[src/rtl/ordered_list_table_core_defines.svh]
// ----------------------------------------------------------------------------
// Ordered list table assertion macros
// Shared concurrent assertion forms for the ordered list table core.
// ----------------------------------------------------------------------------
`ifndef ORDERED_LIST_TABLE_CORE_DEFINES_SVH
`define ORDERED_LIST_TABLE_CORE_DEFINES_SVH

// same-cycle implication
`define OLT_ASSERT_IMP(name, clk, rstn, ante, cons) \
    name: assert property (@(posedge clk) disable iff (!(rstn)) (ante) |-> (cons)) \
        else $error("olt: implication check failed");

// next-cycle implication
`define OLT_ASSERT_NXT(name, clk, rstn, ante, cons) \
    name: assert property (@(posedge clk) disable iff (!(rstn)) (ante) |=> (cons)) \
        else $error("olt: next-cycle check failed");

`endif

[src/rtl/olt_pkg.sv]
// ----------------------------------------------------------------------------
// Ordered list table package
// Field widths, operation and status codes, request and result types.
// ----------------------------------------------------------------------------
package olt_pkg;

    localparam int FUNC_W = 3;
    localparam int POS_W  = 4;
    localparam int DATA_W = 32;
    localparam int LEN_W  = 5;
    localparam int STAT_W = 2;

    localparam logic [FUNC_W-1:0] FN_READ   = 3'd0;
    localparam logic [FUNC_W-1:0] FN_WRITE  = 3'd1;
    localparam logic [FUNC_W-1:0] FN_INSERT = 3'd2;
    localparam logic [FUNC_W-1:0] FN_DELETE = 3'd3;
    localparam logic [FUNC_W-1:0] FN_RESIZE = 3'd4;

    localparam logic [STAT_W-1:0] STAT_OK   = 2'd0;
    localparam logic [STAT_W-1:0] STAT_POS  = 2'd1;
    localparam logic [STAT_W-1:0] STAT_FULL = 2'd2;

    typedef struct packed {
        logic [FUNC_W-1:0]        func;
        logic [POS_W-1:0]         position;
        logic signed [DATA_W-1:0] value;
        logic [LEN_W-1:0]         new_length;
    } req_t;

    typedef struct packed {
        logic signed [DATA_W-1:0] read_data;
        logic [LEN_W-1:0]         length;
        logic [STAT_W-1:0]        status;
    } result_t;

endpackage

[src/rtl/olt_ram.sv]
// ----------------------------------------------------------------------------
// Ordered list table entry store
// One write port and one read port, registered read data.
// ----------------------------------------------------------------------------
module olt_ram
    import olt_pkg::*;
#(
    parameter int DEPTH = 16,
    parameter int IDX_W = 4
) (
    input  logic                     aclk,
    input  logic                     wr_en,
    input  logic [IDX_W-1:0]         wr_addr,
    input  logic signed [DATA_W-1:0] wr_data,
    input  logic                     rd_en,
    input  logic [IDX_W-1:0]         rd_addr,
    output logic signed [DATA_W-1:0] rd_data
);

    logic signed [DATA_W-1:0] mem [DEPTH];
    logic signed [DATA_W-1:0] rd_data_reg;

    always_ff @(posedge aclk) begin
        if (wr_en) begin
            mem[wr_addr] <= wr_data;
        end
    end

    always_ff @(posedge aclk) begin
        if (rd_en) begin
            rd_data_reg <= mem[rd_addr];
        end
    end

    assign rd_data = rd_data_reg;

endmodule

[src/rtl/olt_seq.sv]
// ----------------------------------------------------------------------------
// Ordered list table sequencer
// Decodes a request and walks the entry store one entry a cycle.
// ----------------------------------------------------------------------------
`include "ordered_list_table_core_defines.svh"

module olt_seq
    import olt_pkg::*;
#(
    parameter int DEPTH = 16,
    parameter int IDX_W = 4,
    parameter int CNT_W = 5
) (
    input  logic                     aclk,
    input  logic                     aresetn,
    input  logic                     req_valid,
    output logic                     req_ready,
    input  req_t                     req,
    output logic                     res_valid,
    input  logic                     res_ready,
    output result_t                  res,
    output logic                     ram_we,
    output logic [IDX_W-1:0]         ram_waddr,
    output logic signed [DATA_W-1:0] ram_wdata,
    output logic                     ram_re,
    output logic [IDX_W-1:0]         ram_raddr,
    input  logic signed [DATA_W-1:0] ram_rdata
);

    localparam int CMP_W = (CNT_W > LEN_W) ? CNT_W : LEN_W;

    typedef enum logic [9:0] {
        ST_CLEAR    = 10'b00_0000_0001,
        ST_IDLE     = 10'b00_0000_0010,
        ST_DECODE   = 10'b00_0000_0100,
        ST_RD_WAIT  = 10'b00_0000_1000,
        ST_SHIFT_UP = 10'b00_0001_0000,
        ST_PLACE    = 10'b00_0010_0000,
        ST_SHIFT_DN = 10'b00_0100_0000,
        ST_TOP      = 10'b00_1000_0000,
        ST_ZERO     = 10'b01_0000_0000,
        ST_DONE     = 10'b10_0000_0000
    } state_t;

    state_t                   state_reg,  state_next;
    req_t                     req_reg,    req_next;
    logic [CNT_W-1:0]         used_reg,   used_next;
    logic [IDX_W-1:0]         ptr_reg,    ptr_next;
    logic signed [DATA_W-1:0] rdata_reg,  rdata_next;
    logic [STAT_W-1:0]        status_reg, status_next;

    logic [CMP_W-1:0] pos_c;
    logic [CMP_W-1:0] used_c;
    logic [CMP_W-1:0] nlen_c;
    logic [CMP_W-1:0] ptr_c;
    logic [CMP_W-1:0] depth_c;
    logic             pos_ok;

    assign pos_c   = CMP_W'(req_reg.position);
    assign used_c  = CMP_W'(used_reg);
    assign nlen_c  = CMP_W'(req_reg.new_length);
    assign ptr_c   = CMP_W'(ptr_reg);
    assign depth_c = CMP_W'(DEPTH);
    assign pos_ok  = pos_c < used_c;

    always_comb begin
        state_next  = state_reg;
        req_next    = req_reg;
        used_next   = used_reg;
        ptr_next    = ptr_reg;
        rdata_next  = rdata_reg;
        status_next = status_reg;
        ram_we      = 1'b0;
        ram_waddr   = ptr_reg;
        ram_wdata   = ram_rdata;
        ram_re      = 1'b0;
        ram_raddr   = '0;
        case (state_reg)
            ST_CLEAR: begin
                ram_we    = 1'b1;
                ram_wdata = '0;
                if (ptr_reg == IDX_W'(DEPTH - 1)) begin
                    ptr_next   = '0;
                    state_next = ST_IDLE;
                end else begin
                    ptr_next = ptr_reg + 1'b1;
                end
            end
            ST_IDLE: begin
                if (req_valid) begin
                    req_next    = req;
                    rdata_next  = '0;
                    status_next = STAT_OK;
                    state_next  = ST_DECODE;
                end
            end
            ST_DECODE: begin
                state_next = ST_DONE;
                case (req_reg.func)
                    FN_READ: begin
                        if (pos_ok) begin
                            ram_re     = 1'b1;
                            ram_raddr  = IDX_W'(req_reg.position);
                            state_next = ST_RD_WAIT;
                        end else begin
                            status_next = STAT_POS;
                        end
                    end
                    FN_WRITE: begin
                        if (pos_ok) begin
                            ram_we    = 1'b1;
                            ram_waddr = IDX_W'(req_reg.position);
                            ram_wdata = req_reg.value;
                        end else begin
                            status_next = STAT_POS;
                        end
                    end
                    FN_INSERT: begin
                        if (used_c >= depth_c) begin
                            status_next = STAT_FULL;
                        end else if (!pos_ok) begin
                            ram_we    = 1'b1;
                            ram_waddr = IDX_W'(used_reg);
                            ram_wdata = req_reg.value;
                            used_next = used_reg + 1'b1;
                        end else begin
                            ram_re     = 1'b1;
                            ram_raddr  = IDX_W'(used_c - CMP_W'(1));
                            ptr_next   = IDX_W'(used_reg);
                            state_next = ST_SHIFT_UP;
                        end
                    end
                    FN_DELETE: begin
                        if (!pos_ok) begin
                            status_next = STAT_POS;
                        end else if (pos_c + CMP_W'(1) < used_c) begin
                            ram_re     = 1'b1;
                            ram_raddr  = IDX_W'(pos_c + CMP_W'(1));
                            ptr_next   = IDX_W'(req_reg.position);
                            state_next = ST_SHIFT_DN;
                        end else begin
                            state_next = ST_TOP;
                        end
                    end
                    FN_RESIZE: begin
                        if (nlen_c > depth_c) begin
                            status_next = STAT_POS;
                        end else if (used_c < nlen_c) begin
                            ptr_next   = IDX_W'(used_reg);
                            state_next = ST_ZERO;
                        end else begin
                            used_next = CNT_W'(req_reg.new_length);
                        end
                    end
                    default: begin
                        state_next = ST_DONE;
                    end
                endcase
            end
            ST_RD_WAIT: begin
                rdata_next = ram_rdata;
                state_next = ST_DONE;
            end
            ST_SHIFT_UP: begin
                ram_we = 1'b1;
                if (ptr_c == pos_c + CMP_W'(1)) begin
                    state_next = ST_PLACE;
                end else begin
                    ram_re    = 1'b1;
                    ram_raddr = IDX_W'(ptr_c - CMP_W'(2));
                    ptr_next  = ptr_reg - 1'b1;
                end
            end
            ST_PLACE: begin
                ram_we     = 1'b1;
                ram_waddr  = IDX_W'(req_reg.position);
                ram_wdata  = req_reg.value;
                used_next  = used_reg + 1'b1;
                state_next = ST_DONE;
            end
            ST_SHIFT_DN: begin
                ram_we = 1'b1;
                if (ptr_c + CMP_W'(2) < used_c) begin
                    ram_re    = 1'b1;
                    ram_raddr = IDX_W'(ptr_c + CMP_W'(2));
                    ptr_next  = ptr_reg + 1'b1;
                end else begin
                    state_next = ST_TOP;
                end
            end
            ST_TOP: begin
                ram_we     = 1'b1;
                ram_waddr  = IDX_W'(used_c - CMP_W'(1));
                ram_wdata  = '0;
                used_next  = used_reg - 1'b1;
                state_next = ST_DONE;
            end
            ST_ZERO: begin
                ram_we    = 1'b1;
                ram_wdata = '0;
                if (ptr_c + CMP_W'(1) == nlen_c) begin
                    used_next  = CNT_W'(req_reg.new_length);
                    state_next = ST_DONE;
                end else begin
                    ptr_next = ptr_reg + 1'b1;
                end
            end
            ST_DONE: begin
                if (res_ready) begin
                    state_next = ST_IDLE;
                end
            end
            default: begin
                state_next = ST_IDLE;
            end
        endcase
    end

    always_ff @(posedge aclk) begin
        if (!aresetn) begin
            state_reg <= ST_CLEAR;
            used_reg  <= '0;
            ptr_reg   <= '0;
        end else begin
            state_reg <= state_next;
            used_reg  <= used_next;
            ptr_reg   <= ptr_next;
        end
    end

    always_ff @(posedge aclk) begin
        req_reg    <= req_next;
        rdata_reg  <= rdata_next;
        status_reg <= status_next;
    end

    assign req_ready     = (state_reg == ST_IDLE);
    assign res_valid     = (state_reg == ST_DONE);
    assign res.read_data = rdata_reg;
    assign res.length    = LEN_W'(used_reg);
    assign res.status    = status_reg;

    `OLT_ASSERT_NXT(a_accept_decode, aclk, aresetn, req_valid && req_ready, state_reg == ST_DECODE)
    `OLT_ASSERT_IMP(a_used_bound, aclk, aresetn, 1'b1, used_c <= depth_c)
    `OLT_ASSERT_IMP(a_zero_fill, aclk, aresetn, ram_we && (state_reg == ST_CLEAR || state_reg == ST_ZERO || state_reg == ST_TOP), ram_wdata == '0)
    `OLT_ASSERT_NXT(a_res_hold, aclk, aresetn, res_valid && !res_ready, res_valid && $stable(res))

endmodule

[src/rtl/ordered_list_table_core.sv]
// Flow: an accepted word is decoded and its result then loaded into the output register;
// a read first waits for the entry store, an insert before the end first moves entries up
// one at a time, a delete clears the top entry after moving any entries above the position
// down one at a time, and a growing resize first clears the new entries one at a time.
// Throughput: one request at a time; s_tready is low from acceptance until the result is
// handed over, so no word is accepted before the last one is through.
// Reset: synchronous; after aresetn the store is zeroed one entry a cycle, taking no word.
// ----------------------------------------------------------------------------
// Ordered list table core
// Bounded ordered list of signed words with read, write, insert, delete and resize.
// ----------------------------------------------------------------------------
module ordered_list_table_core
    import olt_pkg::*;
#(
    parameter int DEPTH = 16
) (
    input  logic        aclk,
    input  logic        aresetn,
    input  logic        s_tvalid,
    output logic        s_tready,
    input  logic [47:0] s_tdata,   // position[3:0], value[35:4], new_length[40:36], zero pad
    input  logic [2:0]  s_tuser,   // func
    output logic        m_tvalid,
    input  logic        m_tready,
    output logic [39:0] m_tdata,   // read_data[31:0], length[36:32], zero pad
    output logic [1:0]  m_tuser    // status
);

    localparam int IDX_W = $clog2(DEPTH);
    localparam int CNT_W = $clog2(DEPTH + 1);

    req_t                     req;
    result_t                  res;
    logic                     res_valid;
    logic                     res_ready;
    logic                     ram_we;
    logic [IDX_W-1:0]         ram_waddr;
    logic signed [DATA_W-1:0] ram_wdata;
    logic                     ram_re;
    logic [IDX_W-1:0]         ram_raddr;
    logic signed [DATA_W-1:0] ram_rdata;

    result_t out_reg;
    logic    out_valid_reg;

    assign req.func       = s_tuser;
    assign req.position   = s_tdata[3:0];
    assign req.value      = s_tdata[35:4];
    assign req.new_length = s_tdata[40:36];

    olt_seq #(
        .DEPTH (DEPTH),
        .IDX_W (IDX_W),
        .CNT_W (CNT_W)
    ) u_seq (
        .aclk      (aclk),
        .aresetn   (aresetn),
        .req_valid (s_tvalid),
        .req_ready (s_tready),
        .req       (req),
        .res_valid (res_valid),
        .res_ready (res_ready),
        .res       (res),
        .ram_we    (ram_we),
        .ram_waddr (ram_waddr),
        .ram_wdata (ram_wdata),
        .ram_re    (ram_re),
        .ram_raddr (ram_raddr),
        .ram_rdata (ram_rdata)
    );

    olt_ram #(
        .DEPTH (DEPTH),
        .IDX_W (IDX_W)
    ) u_ram (
        .aclk    (aclk),
        .wr_en   (ram_we),
        .wr_addr (ram_waddr),
        .wr_data (ram_wdata),
        .rd_en   (ram_re),
        .rd_addr (ram_raddr),
        .rd_data (ram_rdata)
    );

    // output word register
    assign res_ready = !out_valid_reg || m_tready;

    always_ff @(posedge aclk) begin
        if (!aresetn) begin
            out_valid_reg <= 1'b0;
        end else if (res_valid && res_ready) begin
            out_valid_reg <= 1'b1;
        end else if (m_tready) begin
            out_valid_reg <= 1'b0;
        end
    end

    always_ff @(posedge aclk) begin
        if (res_valid && res_ready) begin
            out_reg <= res;
        end
    end

    assign m_tvalid = out_valid_reg;
    assign m_tdata  = {3'b000, out_reg.length, out_reg.read_data};
    assign m_tuser  = out_reg.status;

endmodule

[config.mk]
export PLATFORM = sky130hd
export DESIGN_NAME = ordered_list_table_core
export DESIGN_NICKNAME = d
export VERILOG_FILES = /design/src/rtl/olt_pkg.sv /design/src/rtl/olt_ram.sv /design/src/rtl/olt_seq.sv /design/src/rtl/ordered_list_table_core.sv
export VERILOG_INCLUDE_DIRS = /design/src /design/src/rtl
export SDC_FILE = /design/constraint.sdc
export NUM_CORES = 1
export LEC_CHECK = 0
export BUFFER_PORTS_ARGS = -buffer_cell sky130_fd_sc_hd__buf_4
export CORE_MARGIN = 5
export CORE_UTILIZATION = 50
export CTS_CLUSTER_SIZE = 10
export DETAILED_ROUTE_END_ITERATION = 8
export PLACE_DENSITY = 0.66
export SYNTH_ARGS = -nofsm -noshare
export SYNTH_HDL_FRONTEND = slang
export SYNTH_SLANG_ARGS = --single-unit
[constraint.sdc]
create_clock -name aclk -period 5.75 [get_ports aclk]
set_input_delay 0.2875 -clock aclk [delete_from_list [all_inputs] [get_ports aclk]]
set_output_delay 0.2875 -clock aclk [all_outputs]
set_load 0.005 [all_outputs]
==> flow_metrics.py <==
metrics = {
    "run_status": {
        "status": "completed",
    },
    "detailed_routing": {
        "postRouteAntennaNets": 0,
        "wire_per_inst_um": 23.8,
        "drt_wl_total_um": 62100,
        "drc": 0,
        "drt_first_pass_iters": 5,
        "vias_per_cell": 5.69,
        "vias": 14900,
        "drt_iter0_markers": 992,
    },
    "worst_hold_path": {
        "holdPathEnd": "u_seq.status_reg[1]$_SDFFCE_PN0P_",
        "whs_path_depth": 3,
        "worstHoldPathType": "in2reg",
        "hold_path.startpoint": "s_tvalid",
    },
    "final_layout": {
        "synthToLayoutAreaGrowth_pct": 15.7,
        "largest_register_ffs": 512,
        "mostFrequentLayoutCells": "edfxtp_1, mux2i_1, buf_4",
        "multi_input_area_um2": 7690,
        "diodes": 0,
        "drive_above_1_share_pct": 13.7,
        "fillCellCount": 4280,
        "regArea_um2": 20200,
        "final_common_cell": "edfxtp_1",
        "nets": 1916,
        "fin_util_pct": 58.2,
    },
    "die": {
        "start_util_pct": 50.3,
        "placementRows": 87,
        "ioPinCount": 99,
        "core_um2": 56300,
        "die_h_um": 248,
        "die_x_um": 248,
        "die_area_um2": 61500,
    },
    "synth": {
        "yosys.cell_types.count": 67,
        "synth-edff-count": 661,
        "synth_ff_type": "edfxtp_1",
        "synthCells": 1656,
        "yosys_warnings": 0,
        "ys_async_sr_fraction_pct": 0,
        "synth_seq_area_share_pct": 71.5,
        "syn_area_per_cell_um2": 17.1,
        "synth_area_um2": 28300,
        "ys_ff_latch": 681,
    },
    "global_routing": {
        "grt_max_degree": 101,
        "antenna_found_initial": 0,
        "grt_first_pass_wirelength_um": 92700,
        "grt_pass1_vias": 15100,
        "grt_overflow": 0,
        "grtUsageTotal_pct": 20.2,
    },
    "timing": {
        "slew_headroom_pct": 25.5,
        "min_period_ns": 4.88,
        "period_share_pct": 84.9,
        "tns_ns": 0,
        "holdWs_ns": 0.0888,
        "final_max_slew_viol_count": 0,
        "worst_clock_skew_ns": 0.0172,
        "worstMarginPinSlew_ns": 1.11,
        "finalSetupViolCount": 0,
        "hold_viol": 0,
        "fmax_mhz": 205,
        "rsz0062_at_grt": "no",
    },
    "worst_setup_path": {
        "worst_setup_path_end_kind": "flip-flop",
        "rrSetupSlack_ns": 0.87,
        "start_kind": "flip-flop",
        "cp.arrival_ns": 5.17,
        "cp.required_ns": 6.04,
        "reg2reg_depth": 11,
        "path_max_fanout": 13,
        "reg2reg_to": "u_ram.mem[14][16]$_DFFE_PP_",
        "criticalPathCategory": "reg2reg",
        "rr_startpoint": "u_seq.used_c[2]$_SDFFE_PN0P_",
    },
    "clock_tree": {
        "cts_buffer_depth": 3,
        "clk_latency_ns": 0.61,
        "cts.clk_slew.worst_paths_ns": 0.06,
        "cts_buffers": 79,
        "cts_sinks": 681,
        "clockRootBuffer": "clkbuf_16",
        "cts_tree": "yes",
        "htreeDepth": 3,
        "postCtsSetupRepairBufs": 0,
    },
    "placed_design": {
        "numPortBuffers": 88,
        "dp_hpwl_um": 34100,
        "place.gp.congestion": 0.880,
    },
    "power_and_ir_drop": {
        "peakVddDrop_mv": 0.202,
        "leakagePower_uw": 0.0136,
        "powerDensity_nw_per_um2": 347,
    },
    "flow_run": {
        "max-cap-violations": 0,
    },
}
-- power by group --
group	switching, uW	total (uW)	internal [uW]
sequential	74.3	5920	5850
clock	1820	4350	2530
combinational	717	1090	370
-- layer usage --
layer | GRT usage (%) | up-vias | wire length (um)
li1 | - | 6814 | -
met1 | 28.2 | 7610 | 27800
met2 | 33.0 | 361 | 30000
met3 | 3.48 | 102 | 3100
met4 | 5.94 | 0 | 1260
met5 | 0 | - | 0
-- worst max-delay path: stages (launching register included) --
cell and delay, ns:
dfxtp_1 0.66, inv_1 0.26, ha_1 0.39, nor3_1 0.23, nor3_1 0.11, a21boi_0 0.65
o21a_1 0.29, nor2_1 0.11, a221oi_1 0.48, nand2b_1 0.36, nor2_4 0.62, buf_4 0.36
-- synth_stat cells (3+ instances only) --
master,instances,area (um^2)
a21oi_1,17,85.1
buf_4,18,135
a221oi_1,5,43.8
nand2b_1,13,81.3
buf_6,15,169
a21boi_0,4,30.0
xor2_1,7,61.3
o211ai_1,5,37.5
buf_2,15,75.1
clkbuf_1,23,86.3
nand3_1,11,55.1
edfxtp_1,661,19800
and2_1,33,206
or3_1,4,25.0
nand2_1,41,154
nor2b_1,13,81.3
a31oi_1,4,25.0
nor4_1,3,18.8
a211o_1,4,35.0
buf_1,9,33.8
inv_1,20,75.1
a211oi_1,5,37.5
and3_1,8,50.1
o22ai_1,9,56.3
or4_1,5,37.5
xnor2_1,11,96.3
nor3_1,18,90.1
a21o_1,4,30.0
nand4b_1,3,26.3
a22o_1,36,315
dfxtp_1,20,400
mux2i_1,487,4870
nor2_1,42,158
o21ai_0,16,80.1
a32oi_1,3,26.3
ha_1,24,300
-- metrics by stage --
step | setup WS, ns | std cells | power (uW) | instance area (um^2)
final | 0.870 | 2615 | 11400 | 32800
after CTS | 0.955 | 2615 | 11500 | 32800
after floorplan | 1.29 | 1658 | 6660 | 28300
after detailed placement | 0.988 | 2466 | 7090 | 30100
after global routing | 0.609 | 2615 | 11800 | 32800
after global placement | 0.992 | 2466 | 7050 | 30100
-- timing repair --
action	in CTS	in global routing
endpoints found under the hold margin	50	0
hold buffers	46	0
resized for setup	0	0
-- worst max-delay path by stage --
stage                                    start                     endpoint  slack (ns)  cells after the start
5_1_grt           u_seq.used_c[2]$_SDFFE_PN0P_  u_ram.mem[14][16]$_DFFE_PP_        0.61                     11
4_1_cts        u_seq.state_reg[5]$_SDFFE_PN0P_  u_ram.mem[14][23]$_DFFE_PP_        0.96                      9
2_1_floorplan     u_seq.used_c[2]$_SDFFE_PN0P_   u_ram.mem[10][0]$_DFFE_PP_        1.29                     11
3_5_place_dp      u_seq.used_c[2]$_SDFFE_PN0P_  u_ram.mem[14][21]$_DFFE_PP_        0.99                     11
3_3_place_gp      u_seq.used_c[2]$_SDFFE_PN0P_  u_ram.mem[14][21]$_DFFE_PP_        0.99                     11
6_report          u_seq.used_c[2]$_SDFFE_PN0P_  u_ram.mem[14][16]$_DFFE_PP_        0.87                     11
-- logic make-up (layout without fill, tap and decap cells) --
logic type	after synthesis	count (layout)	share of synthesized area, %
DFF	681	681	71.5
muxes	487	487	17.2
and+or+nand+nor	206	206	3.87
AOI/OAI and AO/OA	137	137	3.65
buffers and inverters	101	302	2.04
adders and majority gates	24	24	1.06
xor gates and xnor gates	19	19	0.636
other	1	3	0.0132
-- final cells by class --
cell class                      count  area share (%)
Inverter                           21           0.241
Timing Repair Buffer              178            4.96
Tap cell                          756            2.89
Sequential cell                   681            61.8
Clock inverter                      9           0.325
Multi-Input combinational cell    876            23.5
Clock buffer                       94            6.33
Note: power is estimated with default switching activity, not from simulation.
